--- src/rtl/ple_pkg.sv ---
// Shared constants, command codes and status types for the positional list engine.
package ple_pkg;

	localparam int CAPACITY = 64;
	localparam int ADDR_W   = $clog2(CAPACITY);
	localparam int DATA_W   = 32;
	localparam int POS_W    = 7;
	localparam int MODE_W   = 2;

	localparam logic [MODE_W-1:0] MODE_GET    = 2'd0;
	localparam logic [MODE_W-1:0] MODE_INSERT = 2'd1;
	localparam logic [MODE_W-1:0] MODE_DELETE = 2'd2;

	typedef enum logic [2:0] {
		CMD_NONE,
		CMD_LOAD,
		CMD_READ_POS,
		CMD_CAPTURE,
		CMD_READ_SHIFT,
		CMD_WRITE_SHIFT,
		CMD_WRITE_VAL,
		CMD_COMMIT
	} ple_cmd_t;

	typedef struct packed {
		logic err;
		logic is_insert;
		logic is_get;
		logic more;
	} ple_sts_t;

endpackage

--- src/rtl/ple_if.sv ---
// Request and response channel interfaces for the positional list engine.
interface ple_req_if;
	logic                              valid;
	logic                              ready;
	logic        [ple_pkg::MODE_W-1:0] mode;
	logic        [ple_pkg::POS_W-1:0]  position;
	logic signed [ple_pkg::DATA_W-1:0] value;

	modport source (output valid, output mode, output position, output value, input ready);
	modport sink (input valid, input mode, input position, input value, output ready);
endinterface

interface ple_rsp_if;
	logic                              valid;
	logic                              ready;
	logic                              status;
	logic signed [ple_pkg::DATA_W-1:0] element;
	logic        [ple_pkg::POS_W-1:0]  count;

	modport source (output valid, output status, output element, output count, input ready);
	modport sink (input valid, input status, input element, input count, output ready);
endinterface

--- src/rtl/ple_ram.sv ---
// Generic single-write, single-read RAM with registered read data.
module ple_ram #(
	parameter int WIDTH = 32,
	parameter int DEPTH = 64
) (
	input  logic                     clk,
	input  logic                     we,
	input  logic [$clog2(DEPTH)-1:0] waddr,
	input  logic [WIDTH-1:0]         wdata,
	input  logic                     re,
	input  logic [$clog2(DEPTH)-1:0] raddr,
	output logic [WIDTH-1:0]         rdata
);

	logic [WIDTH-1:0] mem [DEPTH];

	always_ff @(posedge clk) begin
		if (we) begin
			mem[waddr] <= wdata;
		end
		if (re) begin
			rdata <= mem[raddr];
		end
	end

endmodule

--- src/rtl/ple_datapath.sv ---
// Datapath: element RAM, length, shift cursor, request capture and response register.
module ple_datapath (
	input  logic                              clk,
	input  logic                              arst_n,
	input  ple_pkg::ple_cmd_t                 cmd,
	output ple_pkg::ple_sts_t                 sts,
	input  logic        [ple_pkg::MODE_W-1:0] in_mode,
	input  logic        [ple_pkg::POS_W-1:0]  in_position,
	input  logic signed [ple_pkg::DATA_W-1:0] in_value,
	output logic                              out_status,
	output logic signed [ple_pkg::DATA_W-1:0] out_element,
	output logic        [ple_pkg::POS_W-1:0]  out_count
);

	logic        [ple_pkg::MODE_W-1:0] mode_q;
	logic        [ple_pkg::POS_W-1:0]  pos_q;
	logic signed [ple_pkg::DATA_W-1:0] val_q;
	logic                              err_q;
	logic        [ple_pkg::ADDR_W-1:0] cur_q;
	logic        [ple_pkg::DATA_W-1:0] elem_q;
	logic        [ple_pkg::POS_W-1:0]  len_q;

	logic                              req_ok;
	logic        [ple_pkg::POS_W-1:0]  in_pos_m1;
	logic        [ple_pkg::POS_W-1:0]  pos_m1;
	logic        [ple_pkg::POS_W-1:0]  len_next;
	logic                              is_insert;
	logic                              we;
	logic        [ple_pkg::ADDR_W-1:0] waddr;
	logic        [ple_pkg::DATA_W-1:0] wdata;
	logic                              re;
	logic        [ple_pkg::ADDR_W-1:0] raddr;
	logic        [ple_pkg::DATA_W-1:0] rdata;

	assign is_insert = (mode_q == ple_pkg::MODE_INSERT);
	assign in_pos_m1 = in_position - ple_pkg::POS_W'(1);
	assign pos_m1    = pos_q - ple_pkg::POS_W'(1);

	always_comb begin
		req_ok = 1'b0;
		if (in_position != '0) begin
			if (in_mode == ple_pkg::MODE_GET || in_mode == ple_pkg::MODE_DELETE) begin
				req_ok = (in_position <= len_q);
			end else if (in_mode == ple_pkg::MODE_INSERT) begin
				req_ok = ({1'b0, in_position} <= ({1'b0, len_q} + (ple_pkg::POS_W+1)'(1)))
					&& (len_q < ple_pkg::POS_W'(ple_pkg::CAPACITY));
			end
		end
	end

	always_comb begin
		sts.err       = err_q;
		sts.is_insert = is_insert;
		sts.is_get    = (mode_q == ple_pkg::MODE_GET);
		if (is_insert) begin
			sts.more = ({1'b0, cur_q} >= pos_q);
		end else begin
			sts.more = (({1'b0, cur_q} + ple_pkg::POS_W'(1)) < len_q);
		end
	end

	always_comb begin
		len_next = len_q;
		if (!err_q) begin
			if (mode_q == ple_pkg::MODE_INSERT) begin
				len_next = len_q + ple_pkg::POS_W'(1);
			end else if (mode_q == ple_pkg::MODE_DELETE) begin
				len_next = len_q - ple_pkg::POS_W'(1);
			end
		end
	end

	always_comb begin
		re    = 1'b0;
		raddr = pos_m1[ple_pkg::ADDR_W-1:0];
		we    = 1'b0;
		waddr = cur_q;
		wdata = rdata;
		unique case (cmd)
			ple_pkg::CMD_READ_POS: begin
				re = 1'b1;
			end
			ple_pkg::CMD_READ_SHIFT: begin
				re    = 1'b1;
				raddr = is_insert ? (cur_q - ple_pkg::ADDR_W'(1)) : (cur_q + ple_pkg::ADDR_W'(1));
			end
			ple_pkg::CMD_WRITE_SHIFT: begin
				we = 1'b1;
			end
			ple_pkg::CMD_WRITE_VAL: begin
				we    = 1'b1;
				waddr = pos_m1[ple_pkg::ADDR_W-1:0];
				wdata = val_q;
			end
			default: begin
			end
		endcase
	end

	ple_ram #(
		.WIDTH (ple_pkg::DATA_W),
		.DEPTH (ple_pkg::CAPACITY)
	) u_ram (
		.clk   (clk),
		.we    (we),
		.waddr (waddr),
		.wdata (wdata),
		.re    (re),
		.raddr (raddr),
		.rdata (rdata)
	);

	always_ff @(posedge clk or negedge arst_n) begin
		if (!arst_n) begin
			len_q <= '0;
		end else if (cmd == ple_pkg::CMD_COMMIT) begin
			len_q <= len_next;
		end
	end

	always_ff @(posedge clk) begin
		unique case (cmd)
			ple_pkg::CMD_LOAD: begin
				mode_q <= in_mode;
				pos_q  <= in_position;
				val_q  <= in_value;
				err_q  <= !req_ok;
				cur_q  <= (in_mode == ple_pkg::MODE_INSERT) ? len_q[ple_pkg::ADDR_W-1:0]
					: in_pos_m1[ple_pkg::ADDR_W-1:0];
			end
			ple_pkg::CMD_CAPTURE: begin
				elem_q <= rdata;
			end
			ple_pkg::CMD_WRITE_SHIFT: begin
				cur_q <= is_insert ? (cur_q - ple_pkg::ADDR_W'(1)) : (cur_q + ple_pkg::ADDR_W'(1));
			end
			ple_pkg::CMD_COMMIT: begin
				out_status  <= err_q;
				out_element <= (err_q || is_insert) ? '0 : elem_q;
				out_count   <= len_next;
			end
			default: begin
			end
		endcase
	end

endmodule

--- src/rtl/ple_ctrl.sv ---
// Controller: sequences each transaction through the datapath and owns both handshakes.
module ple_ctrl (
	input  logic              clk,
	input  logic              arst_n,
	input  logic              in_valid,
	output logic              in_ready,
	output logic              out_valid,
	input  logic              out_ready,
	output ple_pkg::ple_cmd_t cmd,
	input  ple_pkg::ple_sts_t sts
);

	typedef enum logic [2:0] {
		S_IDLE,
		S_DISPATCH,
		S_WAIT_POS,
		S_SH_CHK,
		S_SH_WR,
		S_FIN
	} state_t;

	state_t state_q;
	state_t state_nxt;
	logic   out_vld_q;
	logic   out_free;

	assign in_ready  = (state_q == S_IDLE);
	assign out_valid = out_vld_q;
	assign out_free  = !out_vld_q || out_ready;

	always_comb begin
		cmd       = ple_pkg::CMD_NONE;
		state_nxt = state_q;
		unique case (state_q)
			S_IDLE: begin
				if (in_valid) begin
					cmd       = ple_pkg::CMD_LOAD;
					state_nxt = S_DISPATCH;
				end
			end
			S_DISPATCH: begin
				priority if (sts.err) begin
					state_nxt = S_FIN;
				end else if (sts.is_insert) begin
					state_nxt = S_SH_CHK;
				end else begin
					cmd       = ple_pkg::CMD_READ_POS;
					state_nxt = S_WAIT_POS;
				end
			end
			S_WAIT_POS: begin
				cmd       = ple_pkg::CMD_CAPTURE;
				state_nxt = sts.is_get ? S_FIN : S_SH_CHK;
			end
			S_SH_CHK: begin
				priority if (sts.more) begin
					cmd       = ple_pkg::CMD_READ_SHIFT;
					state_nxt = S_SH_WR;
				end else if (sts.is_insert) begin
					cmd       = ple_pkg::CMD_WRITE_VAL;
					state_nxt = S_FIN;
				end else begin
					state_nxt = S_FIN;
				end
			end
			S_SH_WR: begin
				cmd       = ple_pkg::CMD_WRITE_SHIFT;
				state_nxt = S_SH_CHK;
			end
			S_FIN: begin
				if (out_free) begin
					cmd       = ple_pkg::CMD_COMMIT;
					state_nxt = S_IDLE;
				end
			end
			default: begin
				state_nxt = S_IDLE;
			end
		endcase
	end

	always_ff @(posedge clk or negedge arst_n) begin
		if (!arst_n) begin
			state_q   <= S_IDLE;
			out_vld_q <= 1'b0;
		end else begin
			state_q <= state_nxt;
			if (cmd == ple_pkg::CMD_COMMIT) begin
				out_vld_q <= 1'b1;
			end else if (out_ready) begin
				out_vld_q <= 1'b0;
			end
		end
	end

endmodule

--- src/rtl/positional_list_engine.sv ---
// Top level of the positional list engine: controller plus datapath.
// Keeps an ordered list of up to 64 signed 32-bit values in a single RAM with one
// write and one registered read port; each request gets exactly one response.
// Each transaction is loaded and dispatched, reads the element at its position for
// get and delete, shifts elements for insert and delete, writes the value for insert,
// and ends with a commit of the response; an erroneous request goes straight to it.
// The shift loop moves one element at a time: a read, then a write on the RAM.
// A finished response waits in an output register, so a new request is taken
// while the previous response is still pending; a transaction that finishes before
// that response is taken holds in its final state until it is.
module positional_list_engine (
	input  logic       clk,
	input  logic       arst_n,
	ple_req_if.sink    req,
	ple_rsp_if.source  rsp
);

	ple_pkg::ple_cmd_t cmd;
	ple_pkg::ple_sts_t sts;

	ple_ctrl u_ctrl (
		.clk       (clk),
		.arst_n    (arst_n),
		.in_valid  (req.valid),
		.in_ready  (req.ready),
		.out_valid (rsp.valid),
		.out_ready (rsp.ready),
		.cmd       (cmd),
		.sts       (sts)
	);

	ple_datapath u_dp (
		.clk         (clk),
		.arst_n      (arst_n),
		.cmd         (cmd),
		.sts         (sts),
		.in_mode     (req.mode),
		.in_position (req.position),
		.in_value    (req.value),
		.out_status  (rsp.status),
		.out_element (rsp.element),
		.out_count   (rsp.count)
	);

endmodule
--- src/flat_wrapper.sv ---
// flat-port wrapper written by rule: the top's interface ports become plain ports
module positional_list_engine_flat 
  (clk, arst_n, req_valid, req_mode, req_position, req_value, req_ready, rsp_valid, rsp_status, rsp_element, rsp_count, rsp_ready);
  ple_req_if req_i ();
  ple_rsp_if rsp_i ();
  input  logic clk;
  input  logic arst_n;
  input wire logic [$bits(req_i.valid)-1:0] req_valid;
  input wire logic [$bits(req_i.mode)-1:0] req_mode;
  input wire logic [$bits(req_i.position)-1:0] req_position;
  input wire logic [$bits(req_i.value)-1:0] req_value;
  output wire logic [$bits(req_i.ready)-1:0] req_ready;
  output wire logic [$bits(rsp_i.valid)-1:0] rsp_valid;
  output wire logic [$bits(rsp_i.status)-1:0] rsp_status;
  output wire logic [$bits(rsp_i.element)-1:0] rsp_element;
  output wire logic [$bits(rsp_i.count)-1:0] rsp_count;
  input wire logic [$bits(rsp_i.ready)-1:0] rsp_ready;
  assign req_i.valid = req_valid;
  assign req_i.mode = req_mode;
  assign req_i.position = req_position;
  assign req_i.value = req_value;
  assign req_ready = req_i.ready;
  assign rsp_valid = rsp_i.valid;
  assign rsp_status = rsp_i.status;
  assign rsp_element = rsp_i.element;
  assign rsp_count = rsp_i.count;
  assign rsp_i.ready = rsp_ready;
  positional_list_engine u_core (.clk(clk), .arst_n(arst_n), .req(req_i), .rsp(rsp_i));
endmodule
--- config.mk ---
export PLATFORM = sky130hd
export DESIGN_NAME = positional_list_engine_flat
export DESIGN_NICKNAME = d
export VERILOG_FILES = /design/src/rtl/ple_pkg.sv /design/src/rtl/ple_if.sv /design/src/rtl/ple_ram.sv /design/src/rtl/ple_datapath.sv /design/src/rtl/ple_ctrl.sv /design/src/rtl/positional_list_engine.sv /design/src/flat_wrapper.sv
export SDC_FILE = /design/constraint.sdc
export NUM_CORES = 2
export LEC_CHECK = 0
export BUFFER_PORTS_ARGS = -buffer_cell sky130_fd_sc_hd__clkbuf_2
export CAP_MARGIN = 20
export CELL_PAD_IN_SITES_DETAIL_PLACEMENT = 2
export CELL_PAD_IN_SITES_GLOBAL_PLACEMENT = 2
export CORE_MARGIN = 10
export CORE_UTILIZATION = 47
export DETAILED_ROUTE_END_ITERATION = 8
export GPL_ROUTABILITY_DRIVEN = 0
export HOLD_SLACK_MARGIN = 0.12
export PLACE_DENSITY = 0.91
export SYNTH_ARGS = -nofsm -noshare
export SYNTH_HDL_FRONTEND = slang
export SYNTH_SLANG_ARGS = --single-unit
--- constraint.sdc ---
create_clock -name clk -period 6.6 [get_ports clk]
set_input_delay 0.99 -clock clk [delete_from_list [all_inputs] [get_ports clk]]
set_output_delay 0.99 -clock clk [all_outputs]
set_load 0.1 [all_outputs]
==> results of run 1 <==
-- per-stage QoR --
step / hold WS, ns / setup WS [ns] / cell area, sq um / instances
floorplan: 0.4222 / 1.808 / 90320 / 6057
global placement: 0.5329 / 0.5608 / 95110 / 8479
-- cells in the mapped netlist, drive strengths merged (47+ instances only) --
cell and number:
buf 228, nand2 871, a211oi 165, nand3 195, o22ai 126, clkbuf 189, edfxtp 2200, nor4 51
and3 233, a21oi 242, nor3 47, mux2i 521, a31oi 107, nor2 120, o21ai 141, o221ai 112
-- cells by family after synthesis --
group	after synthesis	synth area share
AOI/OAI and AO/OA	1168	0.08931
xor gates and xnor gates	32	0.003103
adders and majority gates	37	0.005209
buffers and inverters	439	0.02275
DFF	2211	0.7345
muxes	567	0.06386
and+or+nand+nor	1603	0.08129
==> results by group, run 1 <==
Outcome
  – Outcome: did not finish
  – Stage where the run ended: detailed placement (3_5_place_dp)
  – Run Error: [ERROR DPL-0033] detailed placement checks failed during check placement.

Yosys
  – EDFF count, synth: 2200
  – Cell area after synthesis: 0.09032 sq mm
  – Distinct cells, synth: 84
  – Ys async rst share: 0.004975
  – Seq/Total Area, Yosys: 0.7345
  – Post-synth top area cell: edfxtp_1
  – Syn Nets: 6139
  – FF+latch count, synth: 2211
  – Avg Cell Area, Syn: 14.91 sq um
  – Yosys Warn Count: 0
  – Top_reg_cell synth: edfxtp_1
  – Synth Instances: 6057
  – Top-area cell type share of the netlist area: 0.7314
  – Top cells by area, synth: edfxtp_1 (73%), mux2i_1 (5.8%), nand2_1 (3.6%)

Placement
  – PortBufs: 86
  – Placed wire-length estimate: 268.8 mm

Floorplan
  – Core Rows: 160
  – I/O pin cnt: 87
  – Die W: 458.4 um
  – Initial core utilization: 0.4739
  – Die Ht: 458.4 um
==> inputs of run 2 (changes only) <==
--- a/config.mk
+++ b/config.mk
@@ -7,14 +7,11 @@
 export LEC_CHECK = 0
 export BUFFER_PORTS_ARGS = -buffer_cell sky130_fd_sc_hd__clkbuf_2
 export CAP_MARGIN = 20
-export CELL_PAD_IN_SITES_DETAIL_PLACEMENT = 2
-export CELL_PAD_IN_SITES_GLOBAL_PLACEMENT = 2
 export CORE_MARGIN = 10
-export CORE_UTILIZATION = 47
+export CORE_UTILIZATION = 40
 export DETAILED_ROUTE_END_ITERATION = 8
 export GPL_ROUTABILITY_DRIVEN = 0
-export HOLD_SLACK_MARGIN = 0.12
-export PLACE_DENSITY = 0.91
+export PLACE_DENSITY_LB_ADDON = 0.15
 export SYNTH_ARGS = -nofsm -noshare
 export SYNTH_HDL_FRONTEND = slang
 export SYNTH_SLANG_ARGS = --single-unit
==> run 2 against run 1 <==
  * The run now ends clean
  * Synthesized cell count did not move
  * Synthesized area stayed put
==> results by group, run 2 <==
Global routing
  – Vias in the first global route: 54580
  – Total gr overflow: 0
  – Global-route wire length before repair: 436.3 mm
  – Number of antenna violations at the first check in global routing: 20
  – Largest net degree at the start of global routing: 112
  – GRT Resource Usage Total: 0.2480

Clock tree
  – Clock latency on the worst-skew pair: 0.89 ns
  – H-tree depth: 4
  – Post-CTS Setup Bufs: 0
  – Resized cells post-CTS: 0
  – Clk sinks: 2211
  – Bufs on Longest Clock Path: 3
  – CTS Hold Buffers Added: 1
  – CTS root buf: clkbuf_16
  – Clock buffer count from CTS: 229
  – Clock-pin slew on the worst setup and hold paths: 0.06 ns
  – CTS tree: yes

Floorplan
  – Initial core utilization: 0.4020 (was 0.4739)
  – Die Ht: 495.2 um (was 458.4 um)
  – Core Area: 0.2247 sq mm
  – Die footprint: 0.2452 sq mm
  – Core Rows: 174 (was 160)
  – Die W: 495.2 um (was 458.4 um)
  – I/O pin cnt: 87 (unchanged)

Yosys
  – Top_reg_cell synth: edfxtp_1 (unchanged)
  – Synth Instances: 6057 (unchanged)
  – Top cells by area, synth: edfxtp_1 (73%), mux2i_1 (5.8%), nand2_1 (3.6%) (unchanged)
  – Syn Nets: 6139 (unchanged)
  – Largest family of logic cells by synthesized area: compound AO/OA/AOI/OAI gates (unchanged)
  – Post-synth top area cell: edfxtp_1 (unchanged)
  – EDFF count, synth: 2200 (unchanged)
  – Avg Cell Area, Syn: 14.91 sq um (unchanged)
  – Seq/Total Area, Yosys: 0.7345 (unchanged)
  – Simple-Gate Fraction of Synth Area: 0.08129 (unchanged)
  – Compound-Gate Fraction of Synth Area: 0.08931 (unchanged)
  – Top-area cell type share of the netlist area: 0.7314 (unchanged)
  – Synth cell count leaders: edfxtp_1 (2200), nand2_1 (868), mux2i_1 (520) (unchanged)
  – Distinct cells, synth: 84 (unchanged)
  – Cell area after synthesis: 0.09032 sq mm (unchanged)
  – Ys async rst share: 0.004975 (unchanged)
  – Most frequent cell after synthesis: edfxtp_1 (unchanged)
  – Post-synthesis mux area share: 0.06386 (unchanged)
  – Yosys Warn Count: 0 (unchanged)
  – Post-Synth Adder-Cell Area: 0.005209 (unchanged)
  – FF+latch count, synth: 2211 (unchanged)
  – Post-Synth XOR/XNOR Area: 0.003103 (unchanged)

Layout
  – Largest register by flop count: u_core.u_dp.u_ram.mem
  – Share of layout cells above drive strength 1: 0.1336
  – Multi-input gate area in the final layout: 0.02262 sq mm
  – Commonest non-fill, non-tap cells in the layout: edfxtp_1 (2200), nand2_1 (867), mux2i_1 (520)
  – Nets: 6351
  – Fillcell total: 19660
  – Largest register FFs: 2048
  – Reg area: 0.06634 sq mm
  – Synth-to-layout area growth: 14.58%
  – Commonest non-fill, non-tap cell in the layout: edfxtp_1
  – Post-route insts no fill: 9463

Power
  – Int Pwr: 29.05 mW
  – Sequential share of power: 0.392
  – Leakage Power: 34.94 nW
  – Switching pwr: 17.88 mW
  – Peak supply drop: 0.4298 mV
  – Pwr Density: 453.4 mW/mm^2
  – Sw Share: 0.3810
  – Combinational share of power: 0.348
  – Clock power frac: 0.260

Routing
  – Antenna viol nets, final: 0
  – Drt first-iter violations: 7230
  – Vias: 57310
  – Wire length per cell: 33.03 um
  – Number of vias per cell: 6.056
  – First-pass DRT Iterations: 6
  – Residual DRC: 0
  – WL final: 312.6 mm

Placement
  – PortBufs: 86 (unchanged)
  – Inst Count DP: 9026
  – Dpl ws: 0.7128 ns
  – Placed wire-length estimate: 184.7 mm (was 268.8 mm)

Worst setup path
  – CP endpoint kind: flop
  – Setup CP Type: reg2reg
  – Setup crit start kind: flop
  – WP data arrival: 6.68 ns
  – Max FO, Critical Path: 18
  – Required @ worst endpoint: 7.20 ns
  – Setup slack, reg-to-reg: 0.52 ns
  – Worst Reg-to-Reg Cells: 17

STA
  – Hold Fails Final Rpt: 0
  – Tmin final: 6.079 ns
  – Setup TNS: 0 ns
  – Final setup viols: 0
  – Final period util: 0.9210
  – Rel. slew slack: 0.2130
  – Final setup margin: 0.5215 ns
  – Hold slack final: 0.2695 ns
  – Slew Limit Fails: 0
  – Worst Tran Pin Value: 1.168 ns
  – Max Clk Rate: 164.5 MHz
  – Final setup skew: 0.05375 ns
  – RSZ-0062 raised after global routing: no

Min path
  – Min-Delay Path Depth: 1
  – Hold Path Class: in2reg

Outcome
  – Outcome: finished clean (was did not finish)

Job
  – Max Cap Viol: 0
run 2: cell counts after synthesis:
Identical to the previous run, type by type.
run 2: path summary, 6_finish.rpt:
kind	to	start
worst min register to register	u_core.u_dp.elem_q[20]	u_core.u_dp.u_ram.rdata[20]
worst max register to register	u_core.u_dp.u_ram.rdata[2]	u_core.u_dp.cur_q[1]
worst min-delay path	u_core.u_dp.val_q[25]	req_value[25]
worst max-delay path	u_core.u_dp.u_ram.rdata[2]	u_core.u_dp.cur_q[1]
min in group asynchronous	u_core.u_dp.len_q[6]	arst_n
max in group asynchronous	u_core.u_dp.len_q[0]	arst_n
run 2: cell type report:
class	count	area share
inverters	22	0.0007979
flip-flops and latches	2211	0.6410
clock inverters	143	0.009563
well taps	2992	0.03617
repair buffers	398	0.03612
diodes	4	0.00009672
multi-input cells	3407	0.2186
clock buffers	286	0.05764
run 2: layer usage:
metal,vias up,wire length [um],global-route usage
met3,570,30320,0.05414
li1,24180,-,-
met1,29580,132500,0.3543
met2,2967,138700,0.3768
met4,15,10960,0.08092
met5,-,126,0
run 2: per-stage QoR:
stage,util,power (mW),area [sq um]
6_report,0.4606,46.93,103500
5_1_grt,0.4606,48.43,103500
4_1_cts,0.4604,46.78,103400
3_5_place_dp,0.4294,34.65,96480
3_3_place_gp,0.4294,34.57,96480
2_1_floorplan,-,27.43,90320
run 2: critical path, stage by stage (launching register included):
cell	delay, ns
edfxtp_1	0.51
ha_1	0.24
nand3_1	0.11
xnor2_1	0.16
ha_1	0.30
and2_1	0.15
o2111ai_1	0.16
o31a_2	0.21
o311a_1	0.21
buf_4	0.25
nand2_4	0.25
a31oi_4	0.92
buf_4	0.36
buf_4	0.24
o22ai_1	0.09
nor4_1	0.74
o22ai_1	0.43
or3_1	0.42
run 2: power groups by stage:
| stage | Sequential, mW | Combinational [mW] | Clock [mW] |
|---|---|---|---|
| detailed placement | 18.7 | 16.0 | 0 |
| finish | 18.4 | 16.3 | 12.2 |
| global placement | 18.7 | 15.9 | 0 |
| CTS | 18.4 | 16.0 | 12.4 |
| floorplan | 18.6 | 8.86 | 0 |
| global route | 18.4 | 17.1 | 12.9 |
run 2: logic make-up after synthesis:
kind of cell	after synthesis
multiplexers	567
flip-flops	2211
XOR/XNOR	32
buffers and inverters	439
adder cells (fa/ha/maj)	37
AO/OA/AOI/OAI	1168
AND/OR/NAND/NOR	1603
No activity file was read; power rests on OpenSTA's default activity.
